==> src/sv/wrsl_pkg.sv <==
package wrsl_pkg;

	// Operation selector carried in the slave-side tuser.
	typedef enum logic [1:0] {
		FN_BIND  = 2'd0,
		FN_STOP  = 2'd1,
		FN_ACK   = 2'd2,
		FN_QUERY = 2'd3
	} func_t;

	// Result status carried in the master-side tuser.
	typedef enum logic [2:0] {
		ST_OK        = 3'd0,
		ST_INVALID   = 3'd1,
		ST_STALE     = 3'd2,
		ST_CONFLICT  = 3'd3,
		ST_ACKED     = 3'd4,
		ST_NOT_READY = 3'd5
	} status_t;

	// Lifecycle phase, one-hot.
	typedef enum logic [3:0] {
		PH_UNBOUND  = 4'b0001,
		PH_BOUND    = 4'b0010,
		PH_PENDING  = 4'b0100,
		PH_QUIESCED = 4'b1000
	} phase_t;

	// Phase codes as they appear in phase_now.
	localparam logic [1:0] PHC_UNBOUND  = 2'd0;
	localparam logic [1:0] PHC_BOUND    = 2'd1;
	localparam logic [1:0] PHC_PENDING  = 2'd2;
	localparam logic [1:0] PHC_QUIESCED = 2'd3;

	// Configuration register indexes.
	localparam int unsigned REG_WORKER_KIND = 0;

	localparam int unsigned STREAM_IN_BYTES  = 17;
	localparam int unsigned STREAM_OUT_BYTES = 33;

	typedef struct packed {
		func_t       func;
		logic [31:0] boot_key;
		logic [31:0] run_key;
		logic [31:0] generation_key;
		logic [31:0] stop_tag;
		logic        resources_freed;
		logic        gate_open;
	} item_t;

	// Lifecycle state with keys widened to 32 bits.
	typedef struct packed {
		phase_t      phase;
		logic [31:0] boot;
		logic [31:0] run;
		logic [31:0] generation;
		logic [31:0] stop;
		logic [31:0] binds;
		logic [31:0] stops;
		logic [31:0] acks;
		logic [31:0] rejects;
	} lc_state_t;

	typedef struct packed {
		status_t     status;
		logic [1:0]  phase_now;
		logic [31:0] bound_boot;
		logic [31:0] bound_run;
		logic [31:0] bound_generation;
		logic [31:0] latched_stop;
		logic        mutation_allowed;
		logic        new_work_allowed;
		logic [31:0] binds_seen;
		logic [31:0] stops_latched;
		logic [31:0] acks_built;
		logic [31:0] rejects_seen;
	} result_t;

	function automatic logic [1:0] phase_code(phase_t ph);
		logic [1:0] code;
		unique case (ph)
			PH_UNBOUND:  code = PHC_UNBOUND;
			PH_BOUND:    code = PHC_BOUND;
			PH_PENDING:  code = PHC_PENDING;
			PH_QUIESCED: code = PHC_QUIESCED;
			default:     code = PHC_UNBOUND;
		endcase
		return code;
	endfunction

	// Increment that holds at the all-ones value.
	function automatic logic [31:0] sat_inc(logic [31:0] c);
		return (c == '1) ? c : c + 32'd1;
	endfunction

endpackage

==> src/sv/wrsl_cfg.sv <==
module wrsl_cfg (
	input  logic        clk,
	input  logic        arst_n,
	input  logic        psel,
	input  logic        penable,
	input  logic        pwrite,
	input  logic [2:0]  paddr,
	input  logic [31:0] pwdata,
	output logic [31:0] prdata,
	output logic        pready
);
	import wrsl_pkg::*;

	localparam logic [2:0] ADDR_WORKER_KIND = 3'(REG_WORKER_KIND * 4);

	logic worker_kind_q;
	logic wr_en;

	assign pready = 1'b1;
	assign wr_en  = psel && penable && pwrite && pready;

	// The worker kind is kept for software; it does not change the lifecycle.
	always_ff @(posedge clk or negedge arst_n) begin
		if (!arst_n) begin
			worker_kind_q <= 1'b0;
		end else if (wr_en && paddr == ADDR_WORKER_KIND) begin
			worker_kind_q <= pwdata[0];
		end
	end

	// Read mux.
	always_comb begin
		prdata = '0;
		if (paddr == ADDR_WORKER_KIND) begin
			prdata = {31'd0, worker_kind_q};
		end
	end

endmodule

==> src/sv/wrsl_step.sv <==
module wrsl_step #(
	parameter int unsigned KEY_W = 32
) (
	input  wrsl_pkg::lc_state_t st,
	input  wrsl_pkg::item_t     item,
	output wrsl_pkg::lc_state_t nxt,
	output wrsl_pkg::result_t   res
);
	import wrsl_pkg::*;

	localparam logic [31:0] KEY_MASK = 32'((64'd1 << KEY_W) - 64'd1);

	logic [31:0] b_key;
	logic [31:0] r_key;
	logic [31:0] g_key;
	logic        key_eq;
	logic        reject;
	status_t     status;

	assign b_key  = item.boot_key & KEY_MASK;
	assign r_key  = item.run_key & KEY_MASK;
	assign g_key  = item.generation_key & KEY_MASK;
	assign key_eq = (b_key == st.boot) && (r_key == st.run) && (g_key == st.generation);

	// Decide the operation outcome from the current phase and the item.
	always_comb begin
		nxt    = st;
		reject = 1'b0;
		status = ST_OK;
		unique case (item.func)
			FN_BIND: begin
				priority if (st.phase == PH_BOUND) begin
					if (!key_eq) begin
						reject = 1'b1;
						status = ST_INVALID;
					end
				end else if (st.phase == PH_PENDING) begin
					reject = 1'b1;
					status = ST_INVALID;
				end else if (st.phase == PH_QUIESCED && key_eq) begin
					reject = 1'b1;
					status = ST_STALE;
				end else begin
					nxt.boot       = b_key;
					nxt.run        = r_key;
					nxt.generation = g_key;
					nxt.stop       = '0;
					nxt.phase      = PH_BOUND;
					nxt.binds      = sat_inc(st.binds);
				end
			end
			FN_STOP: begin
				priority if (st.phase == PH_UNBOUND) begin
					reject = 1'b1;
					status = ST_INVALID;
				end else if (!key_eq) begin
					reject = 1'b1;
					status = ST_STALE;
				end else if (st.phase == PH_QUIESCED) begin
					if (st.stop == item.stop_tag) begin
						status = ST_ACKED;
					end else begin
						reject = 1'b1;
						status = ST_INVALID;
					end
				end else if (st.phase == PH_PENDING) begin
					if (st.stop != item.stop_tag) begin
						reject = 1'b1;
						status = ST_CONFLICT;
					end
				end else begin
					nxt.stop  = item.stop_tag;
					nxt.phase = PH_PENDING;
					nxt.stops = sat_inc(st.stops);
				end
			end
			FN_ACK: begin
				priority if (st.phase == PH_QUIESCED) begin
					status = ST_ACKED;
				end else if (st.phase != PH_PENDING) begin
					reject = 1'b1;
					status = ST_INVALID;
				end else if (!item.resources_freed) begin
					status = ST_NOT_READY;
				end else begin
					nxt.phase = PH_QUIESCED;
					nxt.acks  = sat_inc(st.acks);
				end
			end
			FN_QUERY: begin
				status = ST_OK;
			end
			default: begin
				status = ST_OK;
			end
		endcase
		if (reject) begin
			nxt.rejects = sat_inc(st.rejects);
		end
	end

	// Snapshot after the step plus the gating flags.
	always_comb begin
		res.status           = status;
		res.phase_now        = phase_code(nxt.phase);
		res.bound_boot       = nxt.boot;
		res.bound_run        = nxt.run;
		res.bound_generation = nxt.generation;
		res.latched_stop     = nxt.stop;
		res.mutation_allowed = (nxt.phase == PH_BOUND) || (nxt.phase == PH_PENDING);
		res.new_work_allowed = (nxt.phase == PH_BOUND) && item.gate_open;
		res.binds_seen       = nxt.binds;
		res.stops_latched    = nxt.stops;
		res.acks_built       = nxt.acks;
		res.rejects_seen     = nxt.rejects;
	end

endmodule

==> src/sv/worker_run_stop_lifecycle.sv <==
// Lifecycle guard for one worker: bind a run, request a stop, build the
// quiesced acknowledgement, or just query the snapshot.
// Input words arrive on the s_ stream: s_tuser holds the operation, s_tdata
// the run key, stop tag and the two status flags. Each input word gives
// exactly one result word on the m_ stream: m_tuser holds the status,
// m_tdata the phase, stored key, stop id, gating flags and four counters
// that saturate at all ones.
// After acceptance the word is held in the input register, then the phase
// update and counter increments run in a single pass and load the result
// register, which drives m_tvalid. One word is taken every cycle while the
// receiver does not stall; the state update of one word is visible to the
// next word without a bubble.
// When the receiver stalls, the result register holds its word, the input
// register takes one more word, and then s_tready drops until m_tready
// returns. Reset clears the phase to unbound, the key, stop id and counters
// to zero, and empties both registers. The APB port holds the worker kind
// register at address 0; it is kept for software and bit 0 reads back as written.
module worker_run_stop_lifecycle #(
	parameter int unsigned KEY_WIDTH = 32
) (
	input  logic         clk,
	input  logic         arst_n,
	// Configuration port.
	input  logic         psel,
	input  logic         penable,
	input  logic         pwrite,
	input  logic [2:0]   paddr,
	input  logic [31:0]  pwdata,
	output logic [31:0]  prdata,
	output logic         pready,
	// Input stream.
	input  logic         s_tvalid,
	output logic         s_tready,
	// boot_key[31:0], run_key[63:32], generation_key[95:64], stop_tag[127:96],
	// resources_freed[128], gate_open[129], zero fill up to 135
	input  logic [wrsl_pkg::STREAM_IN_BYTES*8-1:0]  s_tdata,
	// func[1:0]
	input  logic [1:0]   s_tuser,
	// Result stream.
	output logic         m_tvalid,
	input  logic         m_tready,
	// phase_now[1:0], bound_boot[33:2], bound_run[65:34], bound_generation[97:66],
	// latched_stop[129:98], mutation_allowed[130], new_work_allowed[131],
	// binds_seen[163:132], stops_latched[195:164], acks_built[227:196],
	// rejects_seen[259:228], zero fill up to 263
	output logic [wrsl_pkg::STREAM_OUT_BYTES*8-1:0] m_tdata,
	// status[2:0]
	output logic [2:0]   m_tuser
);
	import wrsl_pkg::*;

	// Keys are taken from 32-bit fields, so at most 32 bits are stored.
	localparam int unsigned KW = (KEY_WIDTH < 32) ? KEY_WIDTH : 32;

	item_t       item_s1;
	logic        valid_s1;
	phase_t      phase_q;
	logic [KW-1:0] boot_q;
	logic [KW-1:0] run_q;
	logic [KW-1:0] gen_q;
	logic [31:0] stop_q;
	logic [31:0] binds_q;
	logic [31:0] stops_q;
	logic [31:0] acks_q;
	logic [31:0] rejects_q;
	result_t     res_q;
	logic        m_valid_q;

	lc_state_t   st;
	lc_state_t   nxt;
	result_t     res;
	logic        out_free;
	logic        adv;
	item_t       in_item;

	wrsl_cfg u_cfg (
		.clk     (clk),
		.arst_n  (arst_n),
		.psel    (psel),
		.penable (penable),
		.pwrite  (pwrite),
		.paddr   (paddr),
		.pwdata  (pwdata),
		.prdata  (prdata),
		.pready  (pready)
	);

	// Handshake: the result register frees when empty or being taken.
	assign out_free = !m_valid_q || m_tready;
	assign adv      = valid_s1 && out_free;
	assign s_tready = !valid_s1 || out_free;

	// Unpack the input word.
	always_comb begin
		in_item.func            = func_t'(s_tuser);
		in_item.boot_key        = s_tdata[31:0];
		in_item.run_key         = s_tdata[63:32];
		in_item.generation_key  = s_tdata[95:64];
		in_item.stop_tag        = s_tdata[127:96];
		in_item.resources_freed = s_tdata[128];
		in_item.gate_open       = s_tdata[129];
	end

	// Input register.
	always_ff @(posedge clk or negedge arst_n) begin
		if (!arst_n) begin
			valid_s1 <= 1'b0;
		end else if (s_tvalid && s_tready) begin
			valid_s1 <= 1'b1;
		end else if (adv) begin
			valid_s1 <= 1'b0;
		end
	end

	always_ff @(posedge clk) begin
		if (s_tvalid && s_tready) begin
			item_s1 <= in_item;
		end
	end

	// Current state, keys widened for the compare logic.
	always_comb begin
		st.phase      = phase_q;
		st.boot       = 32'(boot_q);
		st.run        = 32'(run_q);
		st.generation = 32'(gen_q);
		st.stop       = stop_q;
		st.binds      = binds_q;
		st.stops      = stops_q;
		st.acks       = acks_q;
		st.rejects    = rejects_q;
	end

	wrsl_step #(
		.KEY_W (KW)
	) u_step (
		.st   (st),
		.item (item_s1),
		.nxt  (nxt),
		.res  (res)
	);

	// Lifecycle state advances as the word moves into the result register.
	always_ff @(posedge clk or negedge arst_n) begin
		if (!arst_n) begin
			phase_q   <= PH_UNBOUND;
			boot_q    <= '0;
			run_q     <= '0;
			gen_q     <= '0;
			stop_q    <= '0;
			binds_q   <= '0;
			stops_q   <= '0;
			acks_q    <= '0;
			rejects_q <= '0;
		end else if (adv) begin
			phase_q   <= nxt.phase;
			boot_q    <= nxt.boot[KW-1:0];
			run_q     <= nxt.run[KW-1:0];
			gen_q     <= nxt.generation[KW-1:0];
			stop_q    <= nxt.stop;
			binds_q   <= nxt.binds;
			stops_q   <= nxt.stops;
			acks_q    <= nxt.acks;
			rejects_q <= nxt.rejects;
		end
	end

	// Result register.
	always_ff @(posedge clk or negedge arst_n) begin
		if (!arst_n) begin
			m_valid_q <= 1'b0;
		end else if (adv) begin
			m_valid_q <= 1'b1;
		end else if (m_tready) begin
			m_valid_q <= 1'b0;
		end
	end

	always_ff @(posedge clk) begin
		if (adv) begin
			res_q <= res;
		end
	end

	// Pack the result word.
	assign m_tvalid = m_valid_q;
	assign m_tuser  = res_q.status;
	assign m_tdata  = {4'd0,
		res_q.rejects_seen,
		res_q.acks_built,
		res_q.stops_latched,
		res_q.binds_seen,
		res_q.new_work_allowed,
		res_q.mutation_allowed,
		res_q.latched_stop,
		res_q.bound_generation,
		res_q.bound_run,
		res_q.bound_boot,
		res_q.phase_now};

endmodule

==> config.mk <==
export PLATFORM = sky130hd
export DESIGN_NAME = worker_run_stop_lifecycle
export DESIGN_NICKNAME = d
export VERILOG_FILES = /design/src/sv/wrsl_pkg.sv /design/src/sv/wrsl_cfg.sv /design/src/sv/wrsl_step.sv /design/src/sv/worker_run_stop_lifecycle.sv
export SDC_FILE = /design/constraint.sdc
export NUM_CORES = 1
export LEC_CHECK = 0
export BUFFER_PORTS_ARGS = -buffer_cell sky130_fd_sc_hd__clkbuf_2
export CELL_PAD_IN_SITES_DETAIL_PLACEMENT = 2
export CELL_PAD_IN_SITES_GLOBAL_PLACEMENT = 2
export CORE_UTILIZATION = 36
export CTS_BUF_LIST = sky130_fd_sc_hd__clkbuf_16
export DETAILED_ROUTE_END_ITERATION = 10
export PLACE_DENSITY = 0.8
export SYNTH_ARGS = -nofsm -noshare
export SYNTH_HDL_FRONTEND = slang
export SYNTH_HIERARCHICAL = 1
export SYNTH_SLANG_ARGS = --single-unit
export TNS_END_PERCENT = 100
==> constraint.sdc <==
create_clock -name clk -period 4 [get_ports clk]
set_input_delay 0.6 -clock clk [delete_from_list [all_inputs] [get_ports clk]]
set_output_delay 0.6 -clock clk [all_outputs]
set_load 0.05 [all_outputs]
==> results by group <==
CTS
  – H-tree depth: 3
  – Worst skew pair latency: slightly above 0.6 ns
  – CTS buffer count: 76
  – Clk slew on worst S/H paths: ~0.060 ns
  – Clock buffer depth: 3
  – Clock net sink count: 658
  – Setup Buffers After CTS: 0
  – CTS tree: done
  – Root Buffer: clkbuf_16

Timing
  – Worst slew margin: 26.2%
  – Period utilization: between 90% and 100%
  – Worst Tran Pin Value: between 1 and 1.5 ns
  – Worst clock skew: 0.0307 ns
  – Worst setup margin: 0.331 ns
  – Final TNS setup: 0 ns
  – Final Hold Vio Count: 0
  – RSZ-0062 raised after global routing: false
  – Min cycle time layout: 3.67 ns
  – Final setup viols: 0
  – Fin. max-slew vios: 0
  – Fmax: 0.273 GHz
  – Fin Hold WS: 0.160 ns

Setup path
  – R2R Path End: binds_q[17]
  – Worst R2R Path Depth: 14
  – Crit Path Class: reg -> reg
  – CP startpoint kind: flip-flop
  – R2R Setup Slk: approximately 0.33 ns
  – Worst endpoint data arrival time: roughly 4.2 ns
  – Crit Path Max Fanout: 14
  – Required @ worst endpoint: 4.48 ns
  – Crit Reg-Reg Startpoint: item_s1[69]
  – Worst setup EP type: flip-flop

Global routing
  – Initial antenna violation count: 14
  – Via count of the first global-routing pass: 20000
  – First-pass GRT wire length: 125000 microns
  – Pin count of the biggest net entering global routing: 95
  – Total Routing Usage GR: 18.8%
  – Global route total overflow: 0

Floorplanning
  – Num rows: 107
  – DIE AREA: 0.0875 sq mm
  – Die W: 296 microns
  – Die H: about 300 microns
  – Starting Density: 36.4%
  – Core Region: about 0.085 sq mm
  – I/O Pins: 482

Placement
  – GP Congestion: ~0.8
  – Placed cell area: 0.0328 sq mm
  – Dpl ws: 0.346 ns
  – Dpl hpwl: 58200 microns
  – Placed insts: 3430
  – Buffers on Ports: about 410

Routing
  – 1st-pass router iterations: 5
  – Routed len/inst: 23.4 microns
  – Via Count: approximately 17000
  – Via/cell ratio: 4.89
  – # DRC: 0
  – Final ANT Viol Nets: 0
  – DR iter-0 viols: 712
  – Routed WL: around 84000 microns

Synth
  – Synth Area in Adders: 0.161%
  – Simple-gate area share of the yosys netlist: 7.32%
  – Register area share after synthesis: 59.4%
  – EDFF count, synth: ~400
  – Main synth FF type: edfxtp_1
  – Yosys cell types: slightly below 70
  – Cell count after synthesis: approximately 2100
  – Main combinational cell family by area after synthesis: multiplexers
  – Synth warnings: 6
  – Synth async-reset ratio: 40.0%
  – Mapped Area: between 0.03 and 0.04 sq mm
  – Post-synthesis xor/xnor area fraction: between 7 and 8%
  – #FFs+latches synth: between 600 and 700
  – Mux share of post-synthesis cell area: roughly 15%
  – Post-synthesis compound-gate area fraction: 1.82%
  – Syn avg cell area: around 15 sq um

Hold path
  – Hold path startpoint: s_tdata[59]
  – WHS Path Cells: 1
  – Hold endpoint: item_s1[93]
  – Type of the most critical hold path: in -> reg

Finish
  – Fill cell count: 8384
  – Layout Area Growth over Synthesis: 13.6%
  – Layout Cell Area excl Fill: between 0.03 and 0.04 sq mm
  – Commonest non-fill, non-tap cell in the layout: clkbuf_2
  – Final core occ: 41.4%
  – Most frequent cells in the layout: clkbuf_2 (407), edfxtp_1 (395), dfrtp_1 (262)
  – NumNets Final: roughly 2500
  – Ratio of cells with drive above 1 in the final layout: 39.8%
  – Final Non-Filler Cells: 3573

Power
  – Tot Pwr: between 20 and 25 mW
  – Peak supply drop: about 0.00044 V
  – Pleak: around 15 nW
  – Power per cell area: between 600 and 700 mW/mm^2

Flow run
  – MaxCap Viol Count: 0

Outcome
  – Status: completed
==> cells by family after synthesis <==
kind of cell	after synthesis
buffers and inverters	370
multiplexers	363
AO/OA/AOI/OAI	69
flip-flops	658
other	3
adder cells (fa/ha/maj)	4
XOR/XNOR	251
AND/OR/NAND/NOR	418
==> synthesized netlist by cell type (all sizes together) (3+ instances only) <==
| cell type | n | area share [%] |
|---|---|---|
| edfxtp | 395 | 38 |
| and2 | 12 | 0.25 |
| nand3b | 3 | 0.072 |
| inv | 11 | 0.13 |
| nor2b | 4 | 0.081 |
| dfrtp | 262 | 21 |
| xor2 | 94 | 2.6 |
| buf | 342 | 8.4 |
| or4 | 3 | 0.085 |
| mux2 | 362 | 15 |
| xnor2 | 157 | 4.4 |
| o21ai | 9 | 0.14 |
| clkbuf | 17 | 0.21 |
| nor4 | 21 | 0.46 |
| a21oi | 6 | 0.097 |
| nand2b | 5 | 0.10 |
| nand3 | 47 | 0.76 |
| nor2 | 63 | 0.79 |
| nor4b | 8 | 0.25 |
| conb | 3 | 0.036 |
| a22o | 33 | 0.93 |
| ha | 4 | 0.16 |
| nor3 | 52 | 0.91 |
| nor3b | 4 | 0.097 |
| or3 | 5 | 0.12 |
| and3 | 23 | 0.46 |
| nand2 | 83 | 1.0 |
| and4 | 16 | 0.45 |
| nand4 | 64 | 1.3 |
==> how the worst max path moves through the flow <==
stage / start / end / slack (ns) / cells past startpoint
2_1_floorplan: m_tvalid / item_s1[0] / 0.71 / 2
5_1_grt: item_s1[69] / binds_q[17] / 0.14 / 14
4_1_cts: item_s1[69] / boot_q[1] / 0.29 / 13
3_3_place_gp: item_s1[69] / gen_q[20] / 0.34 / 13
3_5_place_dp: item_s1[69] / gen_q[1] / 0.35 / 13
6_report: item_s1[69] / binds_q[17] / 0.33 / 14
==> per-layer routing <==
| layer | up-vias | wire [microns] | track usage, % |
|---|---|---|---|
| met4 | 24 | 2590 | 7.11 |
| met1 | 9039 | 31500 | 20.8 |
| met5 | - | 145 | 0 |
| met2 | 427 | 43900 | 33.9 |
| li1 | 7850 | - | - |
| met3 | 140 | 5420 | 5.42 |
==> registers in the layout, summed over array words and instances (netlist names), 3 cells and up <==
name	cells
binds_q	32
phase_q	4
gen_q	32
stop_q	32
run_q	32
boot_q	32
item_s1	132
m_tuser	3
acks_q	32
stops_q	32
m_tdata	260
rejects_q	32
==> critical path, stage by stage (launching register included) <==
cell and delay, ns:
edfxtp_1 0.42, xnor2_1 0.43, nand4_1 0.14, buf_4 0.20, nor4_2 0.24, buf_4 0.17
and4_1 0.18, buf_4 0.16, a311oi_1 0.13, o31ai_4 0.37, buf_4 0.30, buf_4 0.21
nor4_1 0.10, xor2_1 0.18, mux2_4 0.29
==> area by class of cell <==
| type | instances | area (sq um) | share of cell area [%] |
|---|---|---|---|
| multi-input cells | 1141 | 10100 | 28.5 |
| diodes | 2 | 5.00 | 0.0142 |
| clock buffers | 78 | 1950 | 5.53 |
| clock inverters | 62 | 566 | 1.60 |
| repair buffers | 477 | 2800 | 7.93 |
| flip-flops and latches | 658 | 18400 | 52.2 |
| inverters | 11 | 41.3 | 0.117 |
| well taps | 1144 | 1430 | 4.05 |
==> power by group <==
group,internal (mW),switching (mW),total (mW),leakage (nW)
clock network,4.19,2.92,7.12,1.31
registers,8.46,0.825,9.29,7.38
logic,2.13,3.31,5.44,6.48
==> what timing repair did <==
action                    4_1_cts  5_1_grt
gates resized for setup         0        0
hold endpoints to repair       57        0
hold buffers                    1        0
Note: power is estimated with default switching activity, not from simulation.
